File: config.mk
export PLATFORM = sky130hd
export DESIGN_NAME = half_single_float_converter_unit
export DESIGN_NICKNAME = d
export VERILOG_FILES = /design/src/design/hsfc_pkg.sv /design/src/design/hsfc_convert.sv /design/src/design/half_single_float_converter_unit.sv
export SDC_FILE = /design/constraint.sdc
export NUM_CORES = 1
export LEC_CHECK = 0
export ABC_CLOCK_PERIOD_IN_PS = 3600
export BUFFER_PORTS_ARGS = -buffer_cell sky130_fd_sc_hd__buf_2
export CAP_MARGIN = 20
export CORE_MARGIN = 8
export CORE_UTILIZATION = 51
export CTS_CLUSTER_DIAMETER = 50
export CTS_CLUSTER_SIZE = 24
export DETAILED_ROUTE_END_ITERATION = 10
export PLACE_DENSITY = 0.79
export SLEW_MARGIN = 20
export SYNTH_ARGS = -nofsm -noshare
export SYNTH_HDL_FRONTEND = slang
export SYNTH_SLANG_ARGS = --single-unit
File: constraint.sdc
create_clock -name clk -period 3.6 [get_ports clk]
set_input_delay 0.72 -clock clk [delete_from_list [all_inputs] [get_ports clk]]
set_output_delay 0.72 -clock clk [all_outputs]
set_load 0.01 [all_outputs]
File: src/design/hsfc_pkg.sv
// ----------------------------------------------------------------------------
// hsfc_pkg: shared types and constants for the half/single converter
// Command codes and the packed request and result payloads.
// ----------------------------------------------------------------------------
package hsfc_pkg;

	typedef enum logic {
		CMD_S2H = 1'b0,
		CMD_H2S = 1'b1
	} cmd_t;

	typedef struct packed {
		logic [15:0] half_in;
		logic [31:0] single_in;
	} req_t;

	typedef struct packed {
		logic [31:0] single_out;
		logic [15:0] half_out;
	} res_t;

	localparam int unsigned REQ_W = 48;
	localparam int unsigned RES_W = 48;

endpackage

File: src/design/hsfc_convert.sv
// ----------------------------------------------------------------------------
// hsfc_convert: combinational conversion of one request
// Single to half (truncating, clamped) or half to single (exact).
// ----------------------------------------------------------------------------
module hsfc_convert (
	input  hsfc_pkg::cmd_t cmd,
	input  hsfc_pkg::req_t req,
	output hsfc_pkg::res_t res
);
	import hsfc_pkg::*;

	logic [7:0] s_exp;
	logic [4:0] h_exp_o;
	logic [15:0] half_v;
	logic [4:0] h_exp;
	logic [9:0] h_frac;
	logic [3:0] lead;
	logic [3:0] norm_shift;
	logic [9:0] norm_frac;
	logic [7:0] se;
	logic [9:0] sf;
	logic [31:0] single_v;

	// single to half
	always_comb begin
		s_exp = req.single_in[30:23];
		if (s_exp == 8'd255) begin
			h_exp_o = 5'd31;
		end else if (s_exp <= 8'd113) begin
			h_exp_o = 5'd1;
		end else if (s_exp >= 8'd142) begin
			h_exp_o = 5'd30;
		end else begin
			h_exp_o = 5'(s_exp - 8'd112);
		end
		if (s_exp == 8'd0) begin
			half_v = {req.single_in[31], 15'd0};
		end else begin
			half_v = {req.single_in[31], h_exp_o, req.single_in[22:13]};
		end
	end

	// half to single; leading-one search over ten bits
	always_comb begin
		h_exp  = req.half_in[14:10];
		h_frac = req.half_in[9:0];
		lead   = 4'd0;
		for (int i = 0; i < 10; i++) begin
			if (h_frac[i]) lead = 4'(i);
		end
		norm_shift = 4'd10 - lead;
		norm_frac  = h_frac << norm_shift;
		if (h_exp == 5'd0) begin
			if (h_frac == 10'd0) begin
				se = 8'd0;
				sf = 10'd0;
			end else begin
				se = 8'd113 - {4'd0, norm_shift};
				sf = norm_frac;
			end
		end else if (h_exp == 5'd31) begin
			se = 8'd255;
			sf = h_frac;
		end else begin
			se = {3'd0, h_exp} + 8'd112;
			sf = h_frac;
		end
		single_v = {req.half_in[15], se, sf, 13'd0};
	end

	always_comb begin
		if (cmd == CMD_H2S) begin
			res.half_out   = 16'd0;
			res.single_out = single_v;
		end else begin
			res.half_out   = half_v;
			res.single_out = 32'd0;
		end
	end

endmodule

File: src/design/half_single_float_converter_unit.sv
// ----------------------------------------------------------------------------
// half_single_float_converter_unit: IEEE half/single precision converter
// Converts one value per request in the direction given by tuser.
// ----------------------------------------------------------------------------
// Usage:
//   Slave channel s_axis_*: tuser carries the command (0 = single to half,
//   1 = half to single); tdata holds single_in in [31:0], half_in in [47:32].
//   Master channel m_axis_*: tdata holds half_out in [15:0] and single_out in
//   [47:16]; the field for the unused direction is zero.
//   The result passes through the input register, then the conversion
//   logic, then the result register.
//   Throughput: one request per cycle while m_axis_tready is high; the two
//   register stages form an elastic pipeline, so a stage takes a new
//   request whenever it is empty or its content moves on in the same cycle.
//   Stall: when m_axis_tready is low the result register holds, the input
//   register fills behind it, then s_axis_tready drops.
//   Reset: arst_n clears both valid flags; the pipeline is empty.
// ----------------------------------------------------------------------------
module half_single_float_converter_unit (
	input  logic        clk,
	input  logic        arst_n,
	input  logic        s_axis_tvalid,
	output logic        s_axis_tready,
	input  logic [47:0] s_axis_tdata,  // single_in[31:0], half_in[47:32]
	input  logic        s_axis_tuser,  // command
	output logic        m_axis_tvalid,
	input  logic        m_axis_tready,
	output logic [47:0] m_axis_tdata   // half_out[15:0], single_out[47:16]
);
	import hsfc_pkg::*;

	logic   vld_s1;
	req_t   req_s1;
	cmd_t   cmd_s1;
	logic   vld_s2;
	res_t   res_s2;
	res_t   res_c;
	logic   adv_s2;
	logic   adv_s1;

	// stage 2 takes data when empty or draining this cycle
	assign adv_s2 = !vld_s2 || m_axis_tready;
	assign adv_s1 = !vld_s1 || adv_s2;
	assign s_axis_tready = adv_s1;

	always_ff @(posedge clk or negedge arst_n) begin
		if (!arst_n) begin
			vld_s1 <= 1'b0;
		end else if (adv_s1) begin
			vld_s1 <= s_axis_tvalid;
		end
	end

	always_ff @(posedge clk) begin
		if (adv_s1 && s_axis_tvalid) begin
			req_s1 <= req_t'(s_axis_tdata);
			cmd_s1 <= cmd_t'(s_axis_tuser);
		end
	end

	hsfc_convert u_convert (
		.cmd (cmd_s1),
		.req (req_s1),
		.res (res_c)
	);

	always_ff @(posedge clk or negedge arst_n) begin
		if (!arst_n) begin
			vld_s2 <= 1'b0;
		end else if (adv_s2) begin
			vld_s2 <= vld_s1;
		end
	end

	always_ff @(posedge clk) begin
		if (adv_s2 && vld_s1) begin
			res_s2 <= res_c;
		end
	end

	assign m_axis_tvalid = vld_s2;
	assign m_axis_tdata  = res_s2;

`ifndef NO_ASSERTIONS
	a_full_stall: assert property (@(posedge clk) disable iff (!arst_n)
		(vld_s1 && vld_s2 && !m_axis_tready) |-> !s_axis_tready)
		else $error("request taken while pipeline full");
	a_hold_res: assert property (@(posedge clk) disable iff (!arst_n)
		(m_axis_tvalid && !m_axis_tready) |=> (m_axis_tvalid && $stable(m_axis_tdata)))
		else $error("stalled result changed");
	a_one_field: assert property (@(posedge clk) disable iff (!arst_n)
		m_axis_tvalid |-> (res_s2.half_out == 16'd0 || res_s2.single_out == 32'd0))
		else $error("both result fields nonzero");
	a_flow: assert property (@(posedge clk) disable iff (!arst_n)
		(vld_s1 && adv_s2) |=> vld_s2)
		else $error("stage 1 request lost");
`endif

endmodule
==> results.sh, run 1 <==
export IMPL_wire_per_inst_um=15.85
export IMPL_antenna_found_initial=0
export IMPL_status="complete, no violations"
export IMPL_synthCells=273
export IMPL_die_w_um=97.81
export IMPL_timing_final_crit_share=0.8654
export IMPL_cp_top_family="compound AO/OA/AOI/OAI gates"
export IMPL_syn_area_per_cell_um2=12.50
export IMPL_track_usage=0.1506
export IMPL_clock_path_buffers=2
export IMPL_critical_path_cell_chain="buf_4 -> nor2_1 -> a21oi_1 -> nor2_2 -> inv_2 -> ha_1 -> o21ai_0 -> o21ai_0 -> a221oi_1 -> nor2_1 -> a311o_1 -> a32o_1"
export IMPL_drcViolationCount=0
export IMPL_crit_required_ns=3.69
export IMPL_drt_iter0_markers=337
export IMPL_holdBufCountCts=0
export IMPL_cp_end_kind="flop"
export IMPL_crit_buf_inv=2
export IMPL_synth_edff_count=70
export IMPL_synth_seq_area_share=0.6305
export IMPL_overflow=0
export IMPL_synthFlopType="edfxtp_1"
export IMPL_post_place_cells=425
export IMPL_cp_slowest_stage_delay_ns=0.37
export IMPL_yosys_area_top_type="edfxtp_1"
export IMPL_finalHoldViolCount=0
export IMPL_arrival_ns=3.20
export IMPL_synth_top_area_share=0.6158
export IMPL_ys_ff_latch=72
export IMPL_cts_num_sinks=72
export IMPL_worstPathMaxFanout=9
export IMPL_cts_tree="built"
export IMPL_core_um2=6644
export IMPL_cellLeakagePower_nw=1.600
export IMPL_path_class="flop to flop"
export IMPL_worst_slack_ns=0.4844
export IMPL_firstDrtPassIters=4
export IMPL_layoutNonFillerInstCount=441
export IMPL_diodes=0
export IMPL_fmax_ghz=0.3210
export IMPL_power_mw=1.987
export IMPL_cp_slowest_cell="edfxtp_1"
export IMPL_synth_area_leaders="edfxtp_1 62%, buf_4 3.1%, a21oi_1 2.6%"
export IMPL_ys_warn_count=0
export IMPL_antenna_left=0
export IMPL_max_cap_viol_count=0
export IMPL_clock_skew_ns=0.009957
export IMPL_grt_max_degree=37
export IMPL_wl_mm=6.990
export IMPL_rows=30
export IMPL_cts_root_buf="clkbuf_8"
export IMPL_setup_viol=0
export IMPL_start_kind="flop"
export IMPL_final_nets=410
export IMPL_fin_crit_ns=3.116
export IMPL_synth_area_um2=3413
export IMPL_rsz0062_at_grt="no"
export IMPL_cts_buffers_inserted=9
export IMPL_power_density_nw_per_um2=489.2
export IMPL_clk_insertion_delay_late_ns=0.34
export IMPL_first_global_vias=2319
export IMPL_start_util=0.5137
export IMPL_cts_resized_gates=0
export IMPL_die_h_um=97.81
export IMPL_final_setup_tns_ns=0
export IMPL_drive_gt1_frac=0.3075
export IMPL_clk_pin_slew_worst_paths_ns=0.07
export IMPL_cts_setup_buffers=0
export IMPL_async_flop_share=0.02778
export IMPL_worst_slew_pin_slew_ns=0.7444
export IMPL_ios=103
export IMPL_post_synth_num_cell_types=59
export IMPL_hold_ws_ns=0.1646
export IMPL_layout_common_cells="76 x buf_2, 70 x edfxtp_1, 20 x nand2_1, 18 x a21oi_1, 17 x nor2_1"
export IMPL_dr_total_vias=2400
export IMPL_grt_pass1_wl_mm=11.49
export IMPL_place_ws_ns=0.5259
export IMPL_vdd_drop_max_uv=540.6
export IMPL_hold_class="input port to asynchronous set/reset pin"
export IMPL_final_common_cell="buf_2"
export IMPL_die_area_um2=9567
export IMPL_drv_slew=0
export IMPL_reg2reg_slack_ns=0.48
export IMPL_io_buffers=76
export IMPL_syn2layout_area_growth_pct=18.99
export IMPL_gp_congestion=0.9058
export IMPL_cts_htree_levels=3
export IMPL_slew_headroom=0.4985
export IMPL_via_per_inst=5.442
export IMPL_hpwl_mm=5.238
[cell type report]
cell class | instances | area [µm²]
fill | 533 | 2582
sequential | 72 | 2152
multi-input combinational | 182 | 1127
timing repair buffer | 83 | 432.9
clock buffer | 9 | 123.9
tap | 80 | 100.1
clock inverter | 7 | 95.09
inverter | 8 | 30.03
[synth_stat cells (3+ instances only)]
cell type and n:
nor2_1 17, inv_1 6, a21oi_1 18, o21ai_0 12, o211ai_1 3, mux2i_1 5
buf_4 14, nand2b_1 5, and2_1 14, clkbuf_1 6, a32o_1 3, edfxtp_1 70
nand2_1 20, nand3_1 8, or2_2 3, and3_1 4, nor2b_1 3, or3_1 5
nor3_1 6
[state kept, by name (all words and copies together), names as in the netlist]
register and flops:
req_s1 35, m_axis_tvalid 1, m_axis_tdata 34, cmd_s1 1
vld_s1 1
[metal layers]
layer	global-route usage	part of all wire
met1	0.1840	0.41
met2	0.2341	0.47
met3	0.05832	0.088
met4	0.05995	0.024
met5	0	0
[report_power, final]
group	internal (mW)	total (mW)	switching (mW)
registers	0.995	1.03	0.0340
clock network	0.390	0.679	0.290
logic	0.112	0.278	0.166
[cell families (layout without fill, tap and decap cells)]
group / after synthesis / count (layout) / synth area share
fa+ha+maj: 1 / 1 / 0.003665
other cells: 1 / 13 / 0.001099
xor+xnor: 3 / 3 / 0.01320
simple gates: 96 / 96 / 0.1540
buf+inv: 31 / 107 / 0.05242
flops: 72 / 72 / 0.6305
compound gates: 63 / 63 / 0.1272
mux: 6 / 6 / 0.01796
[final timing paths]
path	cells past startpoint	endpoint	from
max in group asynchronous	1	vld_s1	arst_n
setup / recovery	12	m_axis_tdata[37]	req_s1[41]
hold / removal	1	m_axis_tvalid	arst_n
setup reg to reg	12	m_axis_tdata[37]	req_s1[41]
min in group clk	1	m_axis_tvalid	vld_s1
hold reg to reg	1	m_axis_tvalid	vld_s1
[metrics by stage]
stage / cell area (µm²) / util
2_1_floorplan: 3458 / -
3_5_place_dp: 3842 / 0.5783
5_1_grt: 4061 / 0.6113
4_1_cts: 4061 / 0.6113
3_3_place_gp: 3842 / 0.5783
6_report: 4061 / 0.6113
[worst register-to-register path: cells and delay by family (launching register included)]
| family | cells | cell delay [ns] |
|---|---|---|
| AOI/OAI and AO/OA | 6 | 1.30 |
| adders and majority gates | 1 | 0.35 |
| buffers and inverters | 2 | 0.25 |
| DFF | 1 | 0.37 |
| and+or+nand+nor | 3 | 0.59 |
No activity file was read; power rests on OpenSTA's default activity.
==> run 2, diff against run 1 <==
Settings changed: CORE_UTILIZATION 51 to 53, CTS_BUF_LIST set to sky130_fd_sc_hd__clkbuf_8, PLACE_DENSITY 0.79 to 0.82.
==> run 2 against run 1 <==
Against the previous run:
- power fell by 3.2%
- global-route usage rose by 0.79 points
- sequential cell count did not move
==> results.sh, run 2 (same netlist as run 1, synthesis figures left out) <==
export IMPL_status="complete, no violations"
export IMPL_timing_final_crit_share=0.8838
export IMPL_placed_area_um2=3846
export IMPL_seqCellArea_um2=2152
export IMPL_setup_worst_path_end="m_axis_tdata[37]"
export IMPL_hpwl_mm=5.413
export IMPL_cp_top_family="compound AO/OA/AOI/OAI gates"
export IMPL_drv_slew=0
export IMPL_cts_tree="built"
export IMPL_rows=29
export IMPL_wire_per_inst_um=16.51
export IMPL_die_area_um2=9264
export IMPL_core_um2=6277
export IMPL_place_ws_ns=0.4531
export IMPL_finalHoldViolCount=0
export IMPL_max_cap_viol_count=0
export IMPL_drt_iter0_markers=236
export IMPL_cp_depth=11
export IMPL_die_h_um=96.25
export IMPL_wl_mm=7.249
export IMPL_worst_slack_ns=0.4182
export IMPL_grt_max_degree=37
export IMPL_regToRegEndpoint="m_axis_tdata[37]"
export IMPL_antenna_left=0
export IMPL_worst_slew_pin_slew_ns=0.7130
export IMPL_die_w_um=96.25
export IMPL_fmax_ghz=0.3143
export IMPL_cts_resized_gates=0
export IMPL_post_route_util=0.6436
export IMPL_io_buffers=76
export IMPL_ios=103
export IMPL_gp_congestion=0.8744
export IMPL_vdd_drop_max_uv=411.1
export IMPL_cts_buffers_inserted=9
export IMPL_grt_pass1_wl_mm=11.12
export IMPL_final_common_cell="buf_2"
export IMPL_firstDrtPassIters=5
export IMPL_path_common_cell="o21ai_0"
export IMPL_drcViolationCount=0
export IMPL_clk_insertion_delay_late_ns=0.34
export IMPL_clock_path_buffers=2
export IMPL_cellLeakagePower_nw=1.606
export IMPL_multi_input_area_um2=1127
export IMPL_diodes=0
export IMPL_arrival_ns=3.28
export IMPL_crit_path_start="req_s1[38]"
export IMPL_nFillCells=474
export IMPL_cp_slowest_stage_delay_ns=0.53
export IMPL_critical_path_cell_chain="or2_2 -> a211oi_2 -> nor2_2 -> inv_2 -> ha_1 -> o21ai_0 -> o21ai_0 -> a221oi_1 -> nor2_1 -> a311o_1 -> a32o_1"
export IMPL_first_global_vias=2315
export IMPL_path_class="flop to flop"
export IMPL_worstPathMaxFanout=9
export IMPL_clk_pin_slew_worst_paths_ns=0.07
export IMPL_overflow=0
export IMPL_final_setup_tns_ns=0
export IMPL_reg2reg_depth=11
export IMPL_power_mw=1.923
export IMPL_slew_headroom=0.5196
export IMPL_fin_area_um2=4040
export IMPL_largest_register_ffs=35
export IMPL_via_per_inst=5.499
export IMPL_setup_viol=0
export IMPL_layout_common_cells="76 x buf_2, 70 x edfxtp_1, 20 x nand2_1, 18 x a21oi_1, 17 x nor2_1"
export IMPL_start_util=0.5438
export IMPL_drive_gt1_frac=0.3122
export IMPL_fin_crit_ns=3.182
export IMPL_dr_total_vias=2414
export IMPL_cp_end_kind="flop"
export IMPL_top_register="req_s1"
export IMPL_cts_htree_levels=3
export IMPL_r2r_start="req_s1[38]"
export IMPL_start_kind="flop"
export IMPL_cp_slowest_cell="edfxtp_1"
export IMPL_rsz0062_at_grt="no"
export IMPL_cts_setup_buffers=0
export IMPL_reg2reg_slack_ns=0.42
export IMPL_hold_class="input port to asynchronous set/reset pin"
export IMPL_track_usage=0.1585
export IMPL_crit_required_ns=3.69
export IMPL_power_density_nw_per_um2=476.0
export IMPL_cts_num_sinks=72
export IMPL_holdBufCountCts=0
export IMPL_antenna_found_initial=0
export IMPL_final_nets=411
export IMPL_syn2layout_area_growth_pct=18.36
export IMPL_cts_root_buf="clkbuf_8"
export IMPL_crit_buf_inv=1
export IMPL_clock_skew_ns=0.007286
[run 2: cell count changes in the layout (fill, tap and decap cells not counted), sizes merged]
cell      previous run  this run
buf                 83        84
bufinv               2         1
clkinv               2         4
clkinvlp             3         1
inv                  8         9
[run 2: worst register-to-register path, stage by stage (launching register included)]
cell and delay [ns]:
edfxtp_1 0.53, or2_2 0.39, a211oi_2 0.22, nor2_2 0.12, inv_2 0.16, ha_1 0.30, o21ai_0 0.15, o21ai_0 0.10
a221oi_1 0.32, nor2_1 0.09, a311o_1 0.32, a32o_1 0.24
[run 2: metal layers]
layer  routed length [µm]  GRT usage  vias to the layer above
met1                 2886     0.2001                     1113
li1                     -          -                     1173
met3                  647    0.03354                       15
met5                    0          0                        -
met2                 3567     0.2497                      113
met4                  148    0.08579                        0
[run 2: worst min path at each step]
stage / cells past startpoint / to / from / slack [ns]
after global placement: 1 / m_axis_tvalid / vld_s1 / 0.46
after CTS: 1 / vld_s1 / arst_n / 0.13
after floorplan: 0 / m_axis_tvalid / arst_n / 0.42
after detailed placement: 1 / m_axis_tvalid / vld_s1 / 0.47
final: 1 / vld_s1 / arst_n / 0.15
after global routing: 1 / vld_s1 / arst_n / 0.13
[run 2: metrics by stage]
step,hold slack [ns],instances
after floorplan,0.4244,285
after global placement,0.4632,423
after detailed placement,0.4695,423
after CTS,0.1327,439
after global routing,0.1273,439
final,0.1451,439
[run 2: final cells by class]
type | instances | share of cell area
inverter | 8 | 0.007433
timing repair buffer | 84 | 0.1090
clock buffer | 9 | 0.03066
multi-input combinational | 182 | 0.2790
sequential | 72 | 0.5327
clock inverter | 7 | 0.01734
tap | 77 | 0.02385
[run 2: power breakdown]
part           internal (mW)  switching, mW  total, mW  leakage (nW)
Clock                  0.321          0.293      0.614        0.0998
Sequential             0.995         0.0316       1.03         0.704
Combinational          0.112          0.170      0.282         0.802
Total                   1.43          0.495       1.92          1.61
